## config.mk

```make
export PLATFORM = sky130hd
export DESIGN_NAME = framed_crc8_receiver
export DESIGN_NICKNAME = d
export VERILOG_FILES = /design/src/hw/rtl/fcrc_pkg.sv /design/src/hw/rtl/fcrc_decode.sv /design/src/hw/rtl/framed_crc8_receiver.sv
export SDC_FILE = /design/constraint.sdc
export NUM_CORES = 1
export LEC_CHECK = 0
export CELL_PAD_IN_SITES_DETAIL_PLACEMENT = 1
export CELL_PAD_IN_SITES_GLOBAL_PLACEMENT = 2
export CORE_MARGIN = 2
export CORE_UTILIZATION = 43
export DETAILED_ROUTE_END_ITERATION = 6
export DONT_BUFFER_PORTS = 1
export GPL_ROUTABILITY_DRIVEN = 0
export PLACE_DENSITY = 0.76
export SLEW_MARGIN = 20
export SYNTH_ARGS = -nofsm -noshare
export SYNTH_HDL_FRONTEND = slang
export SYNTH_SLANG_ARGS = --single-unit
```

## constraint.sdc

```tcl
create_clock -name clk -period 6.5 [get_ports clk]
set_clock_uncertainty 0.2 [all_clocks]
set_input_delay 1.3 -clock clk [delete_from_list [all_inputs] [get_ports clk]]
set_output_delay 1.3 -clock clk [all_outputs]
set_load 0.005 [all_outputs]
```

## src/hw/rtl/fcrc_pkg.sv

```systemverilog
package fcrc_pkg;

	localparam logic [7:0] HDR_BYTE      = 8'hAF;
	localparam logic [7:0] CRC_POLY      = 8'h1D;
	localparam logic [7:0] CRC_INIT      = 8'hFF;
	localparam logic [7:0] MAX_LEN_RESET = 8'd64;

	// number of result groups the output queue holds
	localparam int unsigned GQ_DEPTH = 2;
	localparam int unsigned GQ_PTR_W = $clog2(GQ_DEPTH);
	localparam int unsigned GQ_CNT_W = $clog2(GQ_DEPTH + 1);

	typedef enum logic [2:0] {
		PH_HUNT,
		PH_TYPE,
		PH_LENLO,
		PH_LENHI,
		PH_PAYLOAD,
		PH_CRC
	} phase_t;

	typedef enum logic [1:0] {
		KIND_PASS,
		KIND_PAYLOAD,
		KIND_GOOD,
		KIND_BAD
	} kind_t;

	typedef struct packed {
		phase_t     phase;
		logic [7:0] held_type;
		logic [7:0] held_len_low;
		logic [7:0] accepted_len;
		logic [7:0] bytes_left;
		logic [7:0] crc;
	} rx_state_t;

	typedef struct packed {
		kind_t      kind;
		logic [7:0] data;
		logic [7:0] ftype;
		logic [7:0] flen;
	} result_t;

	// all results caused by one input byte, res[0] first
	typedef struct packed {
		logic [1:0]        count;
		result_t [2:0]     res;
	} group_t;

	function automatic logic [7:0] crc8_update(input logic [7:0] crc, input logic [7:0] b);
		logic [7:0] v;
		v = crc ^ b;
		for (int k = 0; k < 8; k++) begin
			v = v[7] ? ({v[6:0], 1'b0} ^ CRC_POLY) : {v[6:0], 1'b0};
		end
		return v;
	endfunction

endpackage

```

## src/hw/rtl/fcrc_decode.sv

```systemverilog
// One received byte against the current receiver state: next state plus
// the results it causes. A rejected header replays its three held bytes.
module fcrc_decode (
	input  fcrc_pkg::rx_state_t st,
	input  logic [7:0]          rx,
	input  logic [7:0]          max_len,
	output fcrc_pkg::rx_state_t st_next,
	output fcrc_pkg::group_t    grp
);

	always_comb begin
		fcrc_pkg::phase_t ph;
		logic [7:0]       crc;
		logic [7:0]       ht;
		logic [7:0]       hl;
		logic [1:0]       n;
		logic [7:0]       rb [3];

		st_next = st;
		grp     = '0;
		ph      = fcrc_pkg::PH_HUNT;
		crc     = fcrc_pkg::CRC_INIT;
		ht      = st.held_type;
		hl      = st.held_len_low;
		n       = 2'd0;
		rb[0]   = st.held_type;
		rb[1]   = st.held_len_low;
		rb[2]   = rx;

		case (st.phase)
			fcrc_pkg::PH_TYPE: begin
				st_next.held_type = rx;
				st_next.crc       = fcrc_pkg::crc8_update(st.crc, rx);
				st_next.phase     = fcrc_pkg::PH_LENLO;
			end
			fcrc_pkg::PH_LENLO: begin
				st_next.held_len_low = rx;
				st_next.crc          = fcrc_pkg::crc8_update(st.crc, rx);
				st_next.phase        = fcrc_pkg::PH_LENHI;
			end
			fcrc_pkg::PH_LENHI: begin
				if (rx != 8'd0 || st.held_len_low > max_len) begin
					// header dropped; type, len low, len high seen again from hunt.
					// Three bytes cannot get back to a length check.
					for (int i = 0; i < 3; i++) begin
						case (ph)
							fcrc_pkg::PH_TYPE: begin
								ht  = rb[i];
								crc = fcrc_pkg::crc8_update(crc, rb[i]);
								ph  = fcrc_pkg::PH_LENLO;
							end
							fcrc_pkg::PH_LENLO: begin
								hl  = rb[i];
								crc = fcrc_pkg::crc8_update(crc, rb[i]);
								ph  = fcrc_pkg::PH_LENHI;
							end
							default: begin
								if (rb[i] == fcrc_pkg::HDR_BYTE) begin
									crc = fcrc_pkg::CRC_INIT;
									ph  = fcrc_pkg::PH_TYPE;
								end else begin
									grp.res[n] = '{fcrc_pkg::KIND_PASS, rb[i], 8'd0, 8'd0};
									n          = n + 2'd1;
								end
							end
						endcase
					end
					st_next.phase        = ph;
					st_next.crc          = crc;
					st_next.held_type    = ht;
					st_next.held_len_low = hl;
					grp.count            = n;
				end else begin
					st_next.crc          = fcrc_pkg::crc8_update(st.crc, rx);
					st_next.accepted_len = st.held_len_low;
					st_next.bytes_left   = st.held_len_low;
					st_next.phase        = (st.held_len_low == 8'd0) ? fcrc_pkg::PH_CRC
					                                                 : fcrc_pkg::PH_PAYLOAD;
				end
			end
			fcrc_pkg::PH_PAYLOAD: begin
				st_next.crc        = fcrc_pkg::crc8_update(st.crc, rx);
				st_next.bytes_left = st.bytes_left - 8'd1;
				if (st.bytes_left == 8'd1) begin
					st_next.phase = fcrc_pkg::PH_CRC;
				end
				grp.res[0] = '{fcrc_pkg::KIND_PAYLOAD, rx, st.held_type, st.accepted_len};
				grp.count  = 2'd1;
			end
			fcrc_pkg::PH_CRC: begin
				grp.res[0] = '{(rx == st.crc) ? fcrc_pkg::KIND_GOOD : fcrc_pkg::KIND_BAD,
				               8'd0, st.held_type, st.accepted_len};
				grp.count     = 2'd1;
				st_next.phase = fcrc_pkg::PH_HUNT;
				st_next.crc   = fcrc_pkg::CRC_INIT;
			end
			default: begin
				st_next.phase = fcrc_pkg::PH_HUNT;
				if (rx == fcrc_pkg::HDR_BYTE) begin
					st_next.crc   = fcrc_pkg::CRC_INIT;
					st_next.phase = fcrc_pkg::PH_TYPE;
				end else begin
					grp.res[0] = '{fcrc_pkg::KIND_PASS, rx, 8'd0, 8'd0};
					grp.count  = 2'd1;
				end
			end
		endcase
	end

endmodule

```

## src/hw/rtl/framed_crc8_receiver.sv

```systemverilog
// channel  direction  handshake            payload
// in       input      in_valid/in_stall    rx_byte
// out      output     out_valid/out_stall  kind, data_byte, frame_type, frame_len, last
// cfg      input      cfg_valid/cfg_ready  max_payload_len
//
// One byte per cycle sustained while in_stall is low. A byte is decoded in the
// cycle after its accept, when the two-group result queue has room; a rejected
// header yields up to three results, sent one per cycle while out_stall is low.
// arst_n clears state to hunting, CRC 0xFF, max length 64. cfg_ready is always high.
// in_stall rises only while a decoded byte waits for a free queue slot.
module framed_crc8_receiver (
	input  logic       clk,
	input  logic       arst_n,
	input  logic       in_valid,
	output logic       in_stall,
	input  logic [7:0] rx_byte,
	output logic       out_valid,
	input  logic       out_stall,
	output logic [1:0] kind,
	output logic [7:0] data_byte,
	output logic [7:0] frame_type,
	output logic [7:0] frame_len,
	output logic       last,
	input  logic       cfg_valid,
	output logic       cfg_ready,
	input  logic [7:0] max_payload_len
);

	logic                                 valid_s1;
	logic [7:0]                           byte_s1;
	fcrc_pkg::rx_state_t                  st_q;
	fcrc_pkg::rx_state_t                  st_next;
	fcrc_pkg::group_t                     grp;
	logic [7:0]                           max_len_q;
	fcrc_pkg::group_t                     gq_q [fcrc_pkg::GQ_DEPTH];
	logic [fcrc_pkg::GQ_PTR_W-1:0]        wr_ptr_q;
	logic [fcrc_pkg::GQ_PTR_W-1:0]        rd_ptr_q;
	logic [fcrc_pkg::GQ_CNT_W-1:0]        count_q;
	logic [1:0]                           sub_q;
	logic                                 q_full;
	logic                                 advance;
	logic                                 push;
	logic                                 pop;
	logic                                 out_take;
	fcrc_pkg::group_t                     cur;
	fcrc_pkg::result_t                    res;

	fcrc_decode u_decode (
		.st      (st_q),
		.rx      (byte_s1),
		.max_len (max_len_q),
		.st_next (st_next),
		.grp     (grp)
	);

	assign q_full   = (count_q == fcrc_pkg::GQ_CNT_W'(fcrc_pkg::GQ_DEPTH));
	assign advance  = valid_s1 && !q_full;
	assign push     = advance && (grp.count != 2'd0);
	assign in_stall = valid_s1 && q_full;
	assign cfg_ready = 1'b1;

	assign cur       = gq_q[rd_ptr_q];
	assign res       = cur.res[sub_q];
	assign out_valid = (count_q != '0);
	assign kind       = res.kind;
	assign data_byte  = res.data;
	assign frame_type = res.ftype;
	assign frame_len  = res.flen;
	assign last       = (sub_q == cur.count - 2'd1);
	assign out_take   = out_valid && !out_stall;
	assign pop        = out_take && last;

	always_ff @(posedge clk or negedge arst_n) begin
		if (!arst_n) begin
			valid_s1  <= 1'b0;
			st_q      <= '{fcrc_pkg::PH_HUNT, 8'd0, 8'd0, 8'd0, 8'd0, fcrc_pkg::CRC_INIT};
			max_len_q <= fcrc_pkg::MAX_LEN_RESET;
			wr_ptr_q  <= '0;
			rd_ptr_q  <= '0;
			count_q   <= '0;
			sub_q     <= 2'd0;
		end else begin
			if (in_valid && !in_stall) begin
				valid_s1 <= 1'b1;
			end else if (advance) begin
				valid_s1 <= 1'b0;
			end
			if (advance) begin
				st_q <= st_next;
			end
			if (cfg_valid && cfg_ready) begin
				max_len_q <= max_payload_len;
			end
			if (push) begin
				wr_ptr_q <= wr_ptr_q + 1'b1;
			end
			if (out_take) begin
				if (last) begin
					rd_ptr_q <= rd_ptr_q + 1'b1;
					sub_q    <= 2'd0;
				end else begin
					sub_q <= sub_q + 2'd1;
				end
			end
			count_q <= count_q + fcrc_pkg::GQ_CNT_W'(push) - fcrc_pkg::GQ_CNT_W'(pop);
		end
	end

	always_ff @(posedge clk) begin
		if (in_valid && !in_stall) begin
			byte_s1 <= rx_byte;
		end
		if (push) begin
			gq_q[wr_ptr_q] <= grp;
		end
	end

endmodule
```

Word-level counts from Yosys, hierarchy flattened --
Memory sizes are Yosys's and may differ from the RTL's. Cells that the tools add are included.
Storage, ports and cells: flip-flop bits (word level) 66, input bits 21, word-level logic and storage cells 206, memories 1, memory bits (writable) 160
Operators by class: equal/unequal tests 21, mux-type cells 95, add/sub/neg operators 9, magnitude comparators 6, reduce and logical (&&, ||, !) cells 33, bitwise logic cells 28
Memory list:
- gq_q | words 2, bits a word 80, read ports 1, clocked after Yosys merged registers in 0, wr ports 1, line framed_crc8_receiver.sv:35 | fcrc_pkg::group_t gq_q [fcrc_pkg::GQ_DEPTH];
Operators with widths (number):
- 78-bit 2-to-1 mux | 6
- 78-bit bitwise mux | 2
- 26-bit 2-to-1 mux | 5
- 5-bit 2-to-1 mux | 24
- 8-bit 2-to-1 mux | 14
- 26-bit demux with 2-bit select | 2
- 26-bit case mux with 4 select lines | 1
- 4-bit NOT | 24
- 80-bit 2-to-1 mux | 1
- 26-bit binary-select mux with 2-bit select | 1
- 52-bit 2-to-1 mux | 1
- 24-bit 2-to-1 mux | 2
- 8-bit case mux with 2 select lines | 3
- 8-bit equality test, second input constant | 3
- 3-bit 2-to-1 mux | 8
- 8-bit case mux with 3 select lines | 1
- 8-bit bitwise XOR | 3
- 2-bit 2-to-1 mux | 9
- 16-bit 2-to-1 mux | 1
- 3-bit case mux with 5 select lines | 1
- 3-bit by 2-bit equality test with 1-bit output, second input constant | 4
- 3-bit case mux with 2 select lines | 2
- 2-bit nonzero test | 6
- 1-bit 2-to-1 mux | 10
- other kinds (31) | 58

Depth between registers and ports, before layout --
Gate-level depths: netlist of the first run.
depth in word-level cells 44, depth in mapped cells 15

Hierarchy --
Synthesis of the first run repeated with hierarchy kept, for this count alone.
Second synthesis, totals: cell total of the unflattened synthesis 885, area total of the unflattened synthesis 11604.9 µm²
Modules (own cells, without submodules):
- framed_crc8_receiver | cells an instance 459, area each 8710.9 µm², instances 1
- fcrc_decode | cells an instance 426, area each 2894.0 µm², instances 1

Least setup slack after synthesis of the first run --
Ideal clock, no wire load.
path kind register to register, start point register max_len_q[6], end point memory gq_q[0][0] (netlist name) (enable), data required time 5.854 ns, clock period less this slack 4.478 ns, stages on the path, launching flop included 11, library setup time 0.446 ns, slack 2.022 ns, arrival 3.833 ns, cells stage by stage dfstp_2 > inv_1 > ha_1 > nand3_1 > nor2_1 > a2111oi_2 > nor2_1 > clkbuf_1 > and3_1 > o21ai_1 > nor2_1
On the way: cells in the longest elaborated chain, start to end 8
Ends and longest elaborated chain:
- from (decl) | line framed_crc8_receiver.sv:34 | logic [7:0] max_len_q;
- from (signal assigned) | line framed_crc8_receiver.sv:77 | max_len_q <= fcrc_pkg::MAX_LEN_RESET;
- from (signal assigned) | line framed_crc8_receiver.sv:92 | max_len_q <= max_payload_len;
- 8-bit greater-than comparator | line fcrc_decode.sv:42 | if (rx != 8'd0 || st.held_len_low > max_len) begin
- 1-bit logical OR | line fcrc_decode.sv:42
- 80-bit 2-to-1 mux | line fcrc_decode.sv:42
- 2-bit case mux with 3 select lines | line fcrc_decode.sv:30 | case (st.phase)
- 2-bit nonzero test | line framed_crc8_receiver.sv:58 | assign push = advance && (grp.count != 2'd0);
- 1-bit logical AND | line framed_crc8_receiver.sv:58
- 1-bit 2-to-1 mux | line framed_crc8_receiver.sv:113 | if (push) begin
- 1-bit 2-to-1 mux (not written as such) | line framed_crc8_receiver.sv:114 | gq_q[wr_ptr_q] <= grp;
- to (decl) | line framed_crc8_receiver.sv:35
No other way between the ends.

Worst setup path in the final report of the first run --
start point register st_q[30] (netlist name), end point memory gq_q[0][2] (netlist name) (enable)
On the way: cells in the longest elaborated chain, start to end 14
Ends and longest elaborated chain:
- from (decl) | line framed_crc8_receiver.sv:31 | fcrc_pkg::rx_state_t st_q;
- from (signal assigned) | line framed_crc8_receiver.sv:76 | st_q <= '{fcrc_pkg::PH_HUNT, 8'd0, 8'd0, 8'd0, 8'd0, fcrc_pkg::CRC_INIT};
- from (signal assigned) | line framed_crc8_receiver.sv:89 | st_q <= st_next;
- 8-bit equality test | line fcrc_decode.sv:58 | if (rb[i] == fcrc_pkg::HDR_BYTE) begin
- 2-bit 2-to-1 mux / 3-bit 2-to-1 mux (equally long branches) | line fcrc_decode.sv:58
- 2-bit 2-to-1 mux / 3-bit case mux with 2 select lines (equally long branches) | line fcrc_decode.sv:46 | case (ph)
- 2-bit 2-to-1 mux / 3-bit 2-to-1 mux (equally long branches) | line fcrc_decode.sv:42
- 2-bit 2-to-1 mux / 3-bit 2-to-1 mux (equally long branches) | line fcrc_decode.sv:30
- 2-bit by 1-bit adder with 2-bit output, or another cell as far along | line fcrc_decode.sv:63 | n = n + 2'd1;
- 2-bit 2-to-1 mux / 2-bit OR reduction (equally long branches)
- 2-bit 2-to-1 mux | line fcrc_decode.sv:46
- 80-bit 2-to-1 mux * | line fcrc_decode.sv:42
- 2-bit case mux with 3 select lines * | line fcrc_decode.sv:30
- 2-bit nonzero test * | line framed_crc8_receiver.sv:58
- 1-bit logical AND * | line framed_crc8_receiver.sv:58
- 1-bit 2-to-1 mux * | line framed_crc8_receiver.sv:113
- 1-bit 2-to-1 mux (not written as such) * | line framed_crc8_receiver.sv:114
Mark *: on every way between the ends. The rest lies on a longest branch, timed or not. The select of a mux whose other input is x is not followed.

==> Flow_metrics.wiki, run 1 <==
{| class="wikitable"
! Metric !! Value
|-
| Outcome || completed
|-
| Terminus of the critical flop-to-flop path || gq_q[0][2]
|-
| Post-CTS setup buffers || 0
|-
| Clk pin slew, worst setup/hold paths || 0.07 ns
|-
| Beginning of the worst hold path || st_q[23]
|-
| Total iterations of the first detailed-routing run || 5
|-
| Vias || 5062
|-
| Antenna violations before repair || 0
|-
| Width of the die || 140 µm
|-
| Async set-or-reset flop fraction in the synthesized netlist || 0.377
|-
| Largest net degree at the start of global routing || 59
|-
| First-iteration detailed-routing DRC count || 246
|-
| Number of H-tree levels || 4
|-
| Startpoint of the most critical setup path || st_q[30]
|-
| Transition time at the pin with the least slew margin || 0.921 ns
|-
| Area of the mapped netlist || 0.00793 mm²
|-
| Slowest cell on the critical path || nor2_1
|-
| Required time reported for the critical path endpoint || 6.38 ns
|-
| Latest clock arrival within the worst-skew pair || 0.42 ns
|-
| Total GRT Usage || 0.211
|-
| Starting density of the core || 0.440
|-
| Number of buffer cells added on primary ports || 0
|-
| Commonest cells after routing, fill and taps aside || edfxtp_1 (96), xnor2_1 (57), nor2_1 (49)
|-
| Yosys synthesis warning count || 0
|-
| Startpoint of the lowest-slack register-to-register path || st_q[30]
|-
| Remaining global-route overflow || 0
|-
| CTS Buffer Depth || 2
|-
| Max Cap Violations || 0
|-
| Worst hold stages || 1
|-
| HPWL after detailed placement || 13800 µm
|-
| Number of core rows || 49
|-
| Die Ht || 140 µm
|-
| Tightest slew margin relative to the limit || 0.384
|-
| Total Nets Final || 685
|-
| Critical Path Fanout Max || 27
|-
| Peak supply drop || 0.359 mV
|-
| Area share of the largest cell type after synthesis || 0.364
|-
| Main area contributors after synthesis || edfxtp_1 (36%), dfrtp_1 (15%), xnor2_1 (6.3%), mux2i_1 (4.7%), dfstp_2 (3.0%)
|-
| RSZ-0062 raised after global routing || false
|-
| Layout cell share with drive strength beyond 1 || 0.136
|-
| Die area || 0.0195 mm²
|-
| Post-layout instance count excluding filler cells || 893
|-
| Area inside the core boundary || 0.0180 mm²
|-
| Seq cells post-synth || 154
|-
| Top Ports || 51
|-
| Number of buffer and inverter instances along the worst setup path || 1
|-
| Number of distinct standard cells referenced by the synthesized netlist || 65
|-
| Post-CTS Hold Buffers || 0
|-
| # DRC || 0
|-
| Post-Place Cells || 861
|-
| Final WL || 19800 µm
|-
| Critical path endpoint category || register
|-
| Largest delay contributor family on the critical path || simple AND/OR/NAND/NOR gates
|-
| Routed Antenna Nets || 0
|-
| Maximum clock frequency || 213 MHz
|-
| Gate Count Post-Synth || 670
|-
| Number of global-route vias before repair || 5314
|-
| Post-synthesis area per instance || 11.8 µm²
|-
| Clock Tree Root || clkbuf_16
|-
| CP peak stage delay || 0.72 ns
|-
| Cells along the critical path || ha_1 > nand3_1 > nor2_1 > a2111oi_2 > nor2_1 > and3_1 > o21ai_1 > nor2_4 > buf_4
|-
| Number of slew-limit violations in the final report || 0
|-
| Primary flip-flop cell chosen by synthesis mapping || edfxtp_1
|-
| Synthesized netlist net count || 704
|-
| Leak pwr || 3.27 nW
|-
| Crit path kind || reg2reg
|-
| Sum Neg Setup Slack || 0 ns
|-
| Via density || 5.67
|-
| Count of endpoints failing setup in the final report || 0
|-
| Number of enable flip-flop cells after synthesis || 96
|-
| Num CTS Buffers || 17
|-
| Flop2flop setup slack || 1.81 ns
|-
| Period Utilization, post-route || 0.721
|-
| Path depth of the worst reg2reg path || 9
|-
| Share of the yosys chip area belonging to registers || 0.548
|-
| Most numerous cell on the critical path || nor2_1
|-
| Critical path arrival || 4.56 ns
|-
| Wire length of the first global-routing pass || 31700 µm
|-
| End of the worst hold path || st_q[23]
|-
| TritonCTS clock tree || yes
|-
| Dominant cell type by area after synthesis || edfxtp_1
|-
| Fin crit period || 4.69 ns
|-
| Min-Delay Path Class || reg2reg
|-
| Critical path launch point type || register
|-
| Antenna cell count || 0
|-
| Total number of clock tree sinks || 154
|-
| Power density over the cells || 499 mW/mm²
|-
| Growth of design area from synthesis to finish || 9.00%
|-
| Most common library cell in the layout ignoring fill and taps || edfxtp_1
|-
| Final hold vios || 0
|-
| Detail-routed net length per standard cell || 22.2 µm
|-
| Number of gates given a new drive strength after cts || 0
|}
## kinds of logic after synthesis
kind of cell / synth area share
other: 0.000473
AO/OA/AOI/OAI: 0.0925
adder cells (fa/ha/maj): 0.0205
flip-flops: 0.548
AND/OR/NAND/NOR: 0.115
buffers and inverters: 0.0374
multiplexers: 0.0965
XOR/XNOR: 0.0897
## where the power goes
group | total (W) | switching (W) | leakage (nW) | internal, W
clock network | 0.000943 | 0.000437 | 0.275 | 0.000507
logic | 0.00164 | 0.000915 | 1.36 | 0.000723
registers | 0.00173 | 0.000336 | 1.64 | 0.00139
total | 0.00431 | 0.00169 | 3.27 | 0.00262
## worst register-to-register path: cells and delay by family (launching register included)
kind / cells / cell delay [ns]
AOI/OAI and AO/OA: 2 / 0.46
and+or+nand+nor: 5 / 2.20
DFF: 1 / 0.59
buffers and inverters: 1 / 0.46
adders and majority gates: 1 / 0.44
## routing by layer
layer  share of wire  track usage  vias up
li1                -            -     2347
met4           0.010       0.0437        0
met3           0.031       0.0348       15
met1            0.47        0.298     2614
met5               0            0        -
met2            0.49        0.345       86
## Yosys cell counts (2+ instances only)
master and number:
a211oi_1 2, nor2b_1 3, o21ai_1 11, clkbuf_1 19, and3_1 2, a21boi_0 2, or2_2 4, a22o_1 9
a32o_1 2, edfxtp_1 96, nand2_2 2, o22ai_1 12, inv_1 23, nand2_1 46, nand4_1 4, o21ai_2 2
o32a_1 2, mux2_2 19, a2111oi_2 2, mux2i_1 37, buf_4 3, or3_1 3, o31ai_1 3, xnor3_1 2
nand2b_1 5, dfrtp_1 49, o21ai_0 26, buf_1 6, o21bai_1 2, xor2_1 19, xnor2_1 57, ha_1 13
and2_1 34, dfstp_2 9, buf_6 3, buf_2 11, nor4_1 5, nand3_1 7, a21oi_1 27, o211ai_1 3
nor3_1 3, nor2_1 51, mux4_2 8
## sequential cells by signal, indices dropped and copies added (netlist names)
signal     flops
gq_q          88
st_q          43
byte_s1        8
max_len_q      8
count_q        2
sub_q          2
rd_ptr_q       1
valid_s1       1
wr_ptr_q       1
## worst max path at each step
stage               cells after the start  slack (ns)     endpoint
floorplan                              10        2.02   gq_q[0][0]
detailed placement                      9        1.84   gq_q[0][6]
finish                                  9        1.81   gq_q[0][2]
global placement                        9        2.09   gq_q[0][4]
global route                            9        1.53  gq_q[0][10]
CTS                                     9        1.81  gq_q[0][10]
## through the flow
stage	area [µm²]	power (W)	util	setup slack, ns	hold WS [ns]
3_5_place_dp	8070	0.00338	0.448	1.84	0.295
2_1_floorplan	7930	0.00296	-	2.02	0.264
6_report	8640	0.00431	0.479	1.81	0.302
5_1_grt	8640	0.00460	0.479	1.53	0.320
4_1_cts	8630	0.00435	0.479	1.81	0.308
3_3_place_gp	8060	0.00332	0.447	2.09	0.291
## layout make-up
type	count	area, µm²
Clock buffer	18	429
Clock inverter	14	135
Fill cell	1856	9390
Inverter	23	86.3
Multi-Input combinational cell	450	3310
Sequential cell	154	4350
Tap cell	229	287
Timing Repair Buffer	5	37.5
No activity file was read; power rests on OpenSTA's default activity.
==> inputs of run 2 (changes only) <==
--- a/config.mk
+++ b/config.mk
@@ -8,11 +8,11 @@
 export CELL_PAD_IN_SITES_DETAIL_PLACEMENT = 1
 export CELL_PAD_IN_SITES_GLOBAL_PLACEMENT = 2
 export CORE_MARGIN = 2
-export CORE_UTILIZATION = 43
+export CORE_UTILIZATION = 40
 export DETAILED_ROUTE_END_ITERATION = 6
 export DONT_BUFFER_PORTS = 1
 export GPL_ROUTABILITY_DRIVEN = 0
-export PLACE_DENSITY = 0.76
+export PLACE_DENSITY = 0.75
 export SLEW_MARGIN = 20
 export SYNTH_ARGS = -nofsm -noshare
 export SYNTH_HDL_FRONTEND = slang
==> constraint.sdc (replaced) <==
create_clock -name clk -period 4 [get_ports clk]
set_clock_uncertainty 0.2 [all_clocks]
set_input_delay 0.8 -clock clk [delete_from_list [all_inputs] [get_ports clk]]
set_output_delay 0.8 -clock clk [all_outputs]
set_load 0.005 [all_outputs]
==> run 2 against run 1 <==
  * Combinational power grew 87%
  * Global-route usage decreased by 0.23 points
  * Final cell count up 6.9%
  * Register-to-register slack got worse by 1.4 ns
  * Highest routed layer unchanged
  * Sequential power up 49%
  * Critical path depth up 2
  * Total power is 68% higher
  * Fmax grew 30%
  * Clock-buffer cell count is 1 lower
  * Largest cell class unchanged
  * Sequential share of layout area down 1.7 points
  * Die area grew 7.3%
==> Flow_metrics.wiki, run 2 (same netlist as run 1, synthesis figures left out) <==
{| class="wikitable"
! Metric !! Value
|-
| Outcome || completed
|-
| Maximum clock frequency || 277 MHz (+30%)
|-
| Post-Place Cells || 920 (+6.9%)
|-
| Final hold vios || 0 (unchanged)
|-
| Total iterations of the first detailed-routing run || 4 (-1)
|-
| TritonCTS clock tree || yes
|-
| Growth of design area from synthesis to finish || 12.8%
|-
| Number of global-route vias before repair || 5583 (+5.1%)
|-
| Share of power burned in the clock network || 0.221 (+0.002)
|-
| Final WL || 20600 µm (+4.1%)
|-
| Die Ht || 145 µm (+3.6%)
|-
| Critical path launch point type || register
|-
| Min-Delay Path Class || in2async
|-
| Regs by FF count || gq_q (88), st_q (43)
|-
| Peak supply drop || 0.331 mV (-7.8%)
|-
| Top Ports || 51 (unchanged)
|-
| Power density over the cells || 809 mW/mm² (+62%)
|-
| Max Cap Violations || 0 (unchanged)
|-
| Layout cell share with drive strength beyond 1 || 0.167 (+0.0311)
|-
| Area inside the core boundary || 0.0195 mm² (+8.0%)
|-
| Remaining global-route overflow || 0 (unchanged)
|-
| Total number of clock tree sinks || 154 (unchanged)
|-
| Number of buffer cells added on primary ports || 0 (unchanged)
|-
| Period Utilization, post-route || 0.902 (+0.181)
|-
| Placed inst area || 0.00830 mm² (+2.9%)
|-
| Total Nets Final || 711 (+3.8%)
|-
| Switching power of the nets || 0.00280 W (+66%)
|-
| Startpoint of the lowest-slack register-to-register path || byte_s1[7]
|-
| First-iteration detailed-routing DRC count || 294 (+20%)
|-
| Largest register FFs || 88 (unchanged)
|-
| Die area || 0.0210 mm² (+7.3%)
|-
| Critical Path Fanout Max || 12 (-56%)
|-
| Largest reg by FF count || gq_q
|-
| Commonest cells after routing, fill and taps aside || edfxtp_1 (96), xnor2_1 (57), nor2_1 (49)
|-
| RSZ-0062 raised after global routing || false
|-
| Leak pwr || 3.42 nW (+4.6%)
|-
| Tightest slew margin relative to the limit || 0.385 (+0.00172)
|-
| Post-layout instance count excluding filler cells || 955 (+6.9%)
|-
| Sequential fraction of design power || 0.357 (-0.044)
|-
| Wire length of the first global-routing pass || 32200 µm (+1.7%)
|-
| Comb pwr share || 0.422 (+0.042)
|-
| Critical path arrival || 3.75 ns (-0.81 ns)
|-
| Critical path endpoint category || register
|-
| Cell-internal power || 0.00444 W (+69%)
|-
| HPWL after detailed placement || 14200 µm (+3.0%)
|-
| # DRC || 0 (unchanged)
|-
| Antenna violations before repair || 0 (unchanged)
|-
| Multi-input logic area || 0.00330 mm² (-0.30%)
|-
| Total GRT Usage || 0.208 (-0.00227)
|-
| Crit path kind || reg2reg
|-
| Via density || 5.41 (-4.6%)
|-
| Clock Tree Root || clkbuf_16
|-
| Required time reported for the critical path endpoint || 4.14 ns (-2.24 ns)
|-
| Final non-filler cell area || 0.00894 mm² (+3.5%)
|-
| Number of core rows || 51 (+4.1%)
|-
| Fin crit period || 3.61 ns (-1.08 ns)
|-
| Sequential cell area in the final layout || 0.00435 mm² (about the same)
|-
| Count of endpoints failing setup in the final report || 0 (unchanged)
|-
| Latest clock arrival within the worst-skew pair || 0.42 ns (about the same)
|-
| Transition time at the pin with the least slew margin || 0.919 ns (-0.00257 ns)
|-
| Clk pin slew, worst setup/hold paths || 0.07 ns (about the same)
|-
| Largest net degree at the start of global routing || 50 (-15%)
|-
| Num CTS Buffers || 17 (unchanged)
|-
| Fill cell instance count of the final layout || 2044 (+10%)
|-
| Fraction of power spent switching nets || 0.387 (-0.00425)
|-
| Antenna cell count || 0 (unchanged)
|-
| Starting density of the core || 0.407 (-0.0325)
|-
| Number of slew-limit violations in the final report || 0 (unchanged)
|-
| Vias || 5166 (+2.1%)
|-
| Startpoint of the most critical setup path || byte_s1[7]
|-
| Number of H-tree levels || 4 (unchanged)
|-
| Most common library cell in the layout ignoring fill and taps || edfxtp_1
|-
| Routed Antenna Nets || 0 (unchanged)
|-
| CTS Buffer Depth || 2 (unchanged)
|-
| Detail-routed net length per standard cell || 21.6 µm (-2.7%)
|-
| Width of the die || 145 µm (+3.6%)
|}
-- run 2: cell types whose count changed in the layout (fill, tap and decap cells not counted), moves of 2 or more --
cell | before | now
clkinv_4 | 5 | 3
buf_12 | 0 | 2
buf_4 | 5 | 26
dlygate4sd3_1 | 0 | 2
-- run 2: layout make-up --
type,count,share of cell area
timing repair buffer,31,0.0316
multi-input combinational,450,0.370
tap,265,0.0371
clock buffer,17,0.0476
inverter,23,0.00965
clock inverter,15,0.0185
sequential,154,0.486
-- run 2: worst max-delay path, cell delays in order (launching register included) --
cell and delay [ns]:
edfxtp_1 0.54, nor4_2 0.42, nand2_1 0.20, nor4_2 0.46, nor2_1 0.32, a311o_1 0.39
o21ai_1 0.21, ha_1 0.27, inv_1 0.07, ha_1 0.17, xnor2_1 0.13, xnor2_1 0.13
-- run 2: path summary, 6_finish.rpt --
check	endpoint	slack (ns)	cells after the start
setup / recovery	count_q[1]	0.39	11
hold / removal	st_q[8]	0.04	1
setup reg to reg	count_q[1]	0.39	11
hold reg to reg	st_q[20]	0.30	1
max in group asynchronous	st_q[2]	2.74	1
min in group clk	max_len_q[6]	0.24	1
-- run 2: per-stage QoR --
stage / TNS [ns] / hold WS, ns / total power, W / utilization / setup WS [ns]
2_1_floorplan: -42.10 / 0.264 / 0.00481 / - / -0.478
3_3_place_gp: 0 / 0.284 / 0.00551 / 0.426 / 0.326
3_5_place_dp: 0 / 0.288 / 0.00564 / 0.426 / 0.170
4_1_cts: 0 / 0.000863 / 0.00731 / 0.459 / 0.130
5_1_grt: 0 / 0.0382 / 0.00768 / 0.459 / 0.143
6_report: 0 / 0.0402 / 0.00724 / 0.459 / 0.391
-- run 2: routing by layer --
metal,track usage,up-vias,wire length (µm)
li1,-,2411,-
met1,0.270,2633,9370
met2,0.349,94,10200
met3,0.0441,28,666
met4,0.0695,0,403
met5,0,-,0
-- run 2: power by group through the flow --
stage	Sequential [W]	Clock (W)	Combinational [W]
after floorplan	0.00244	0	0.00237
after global placement	0.00258	0	0.00293
after detailed placement	0.00262	0	0.00302
after CTS	0.00259	0.00164	0.00308
after global routing	0.00264	0.00170	0.00335
final	0.00258	0.00160	0.00306
-- run 2: repair_timing --
| item | 4_1_cts | 5_1_grt |
|---|---|---|
| gates resized for setup | 0 | 1 |
| endpoints found under the setup margin | 0 | 1 |
| endpoints found under the hold margin | 49 | 3 |
| hold buffers | 2 | 1 |
| buffers inserted | 0 | 0 |
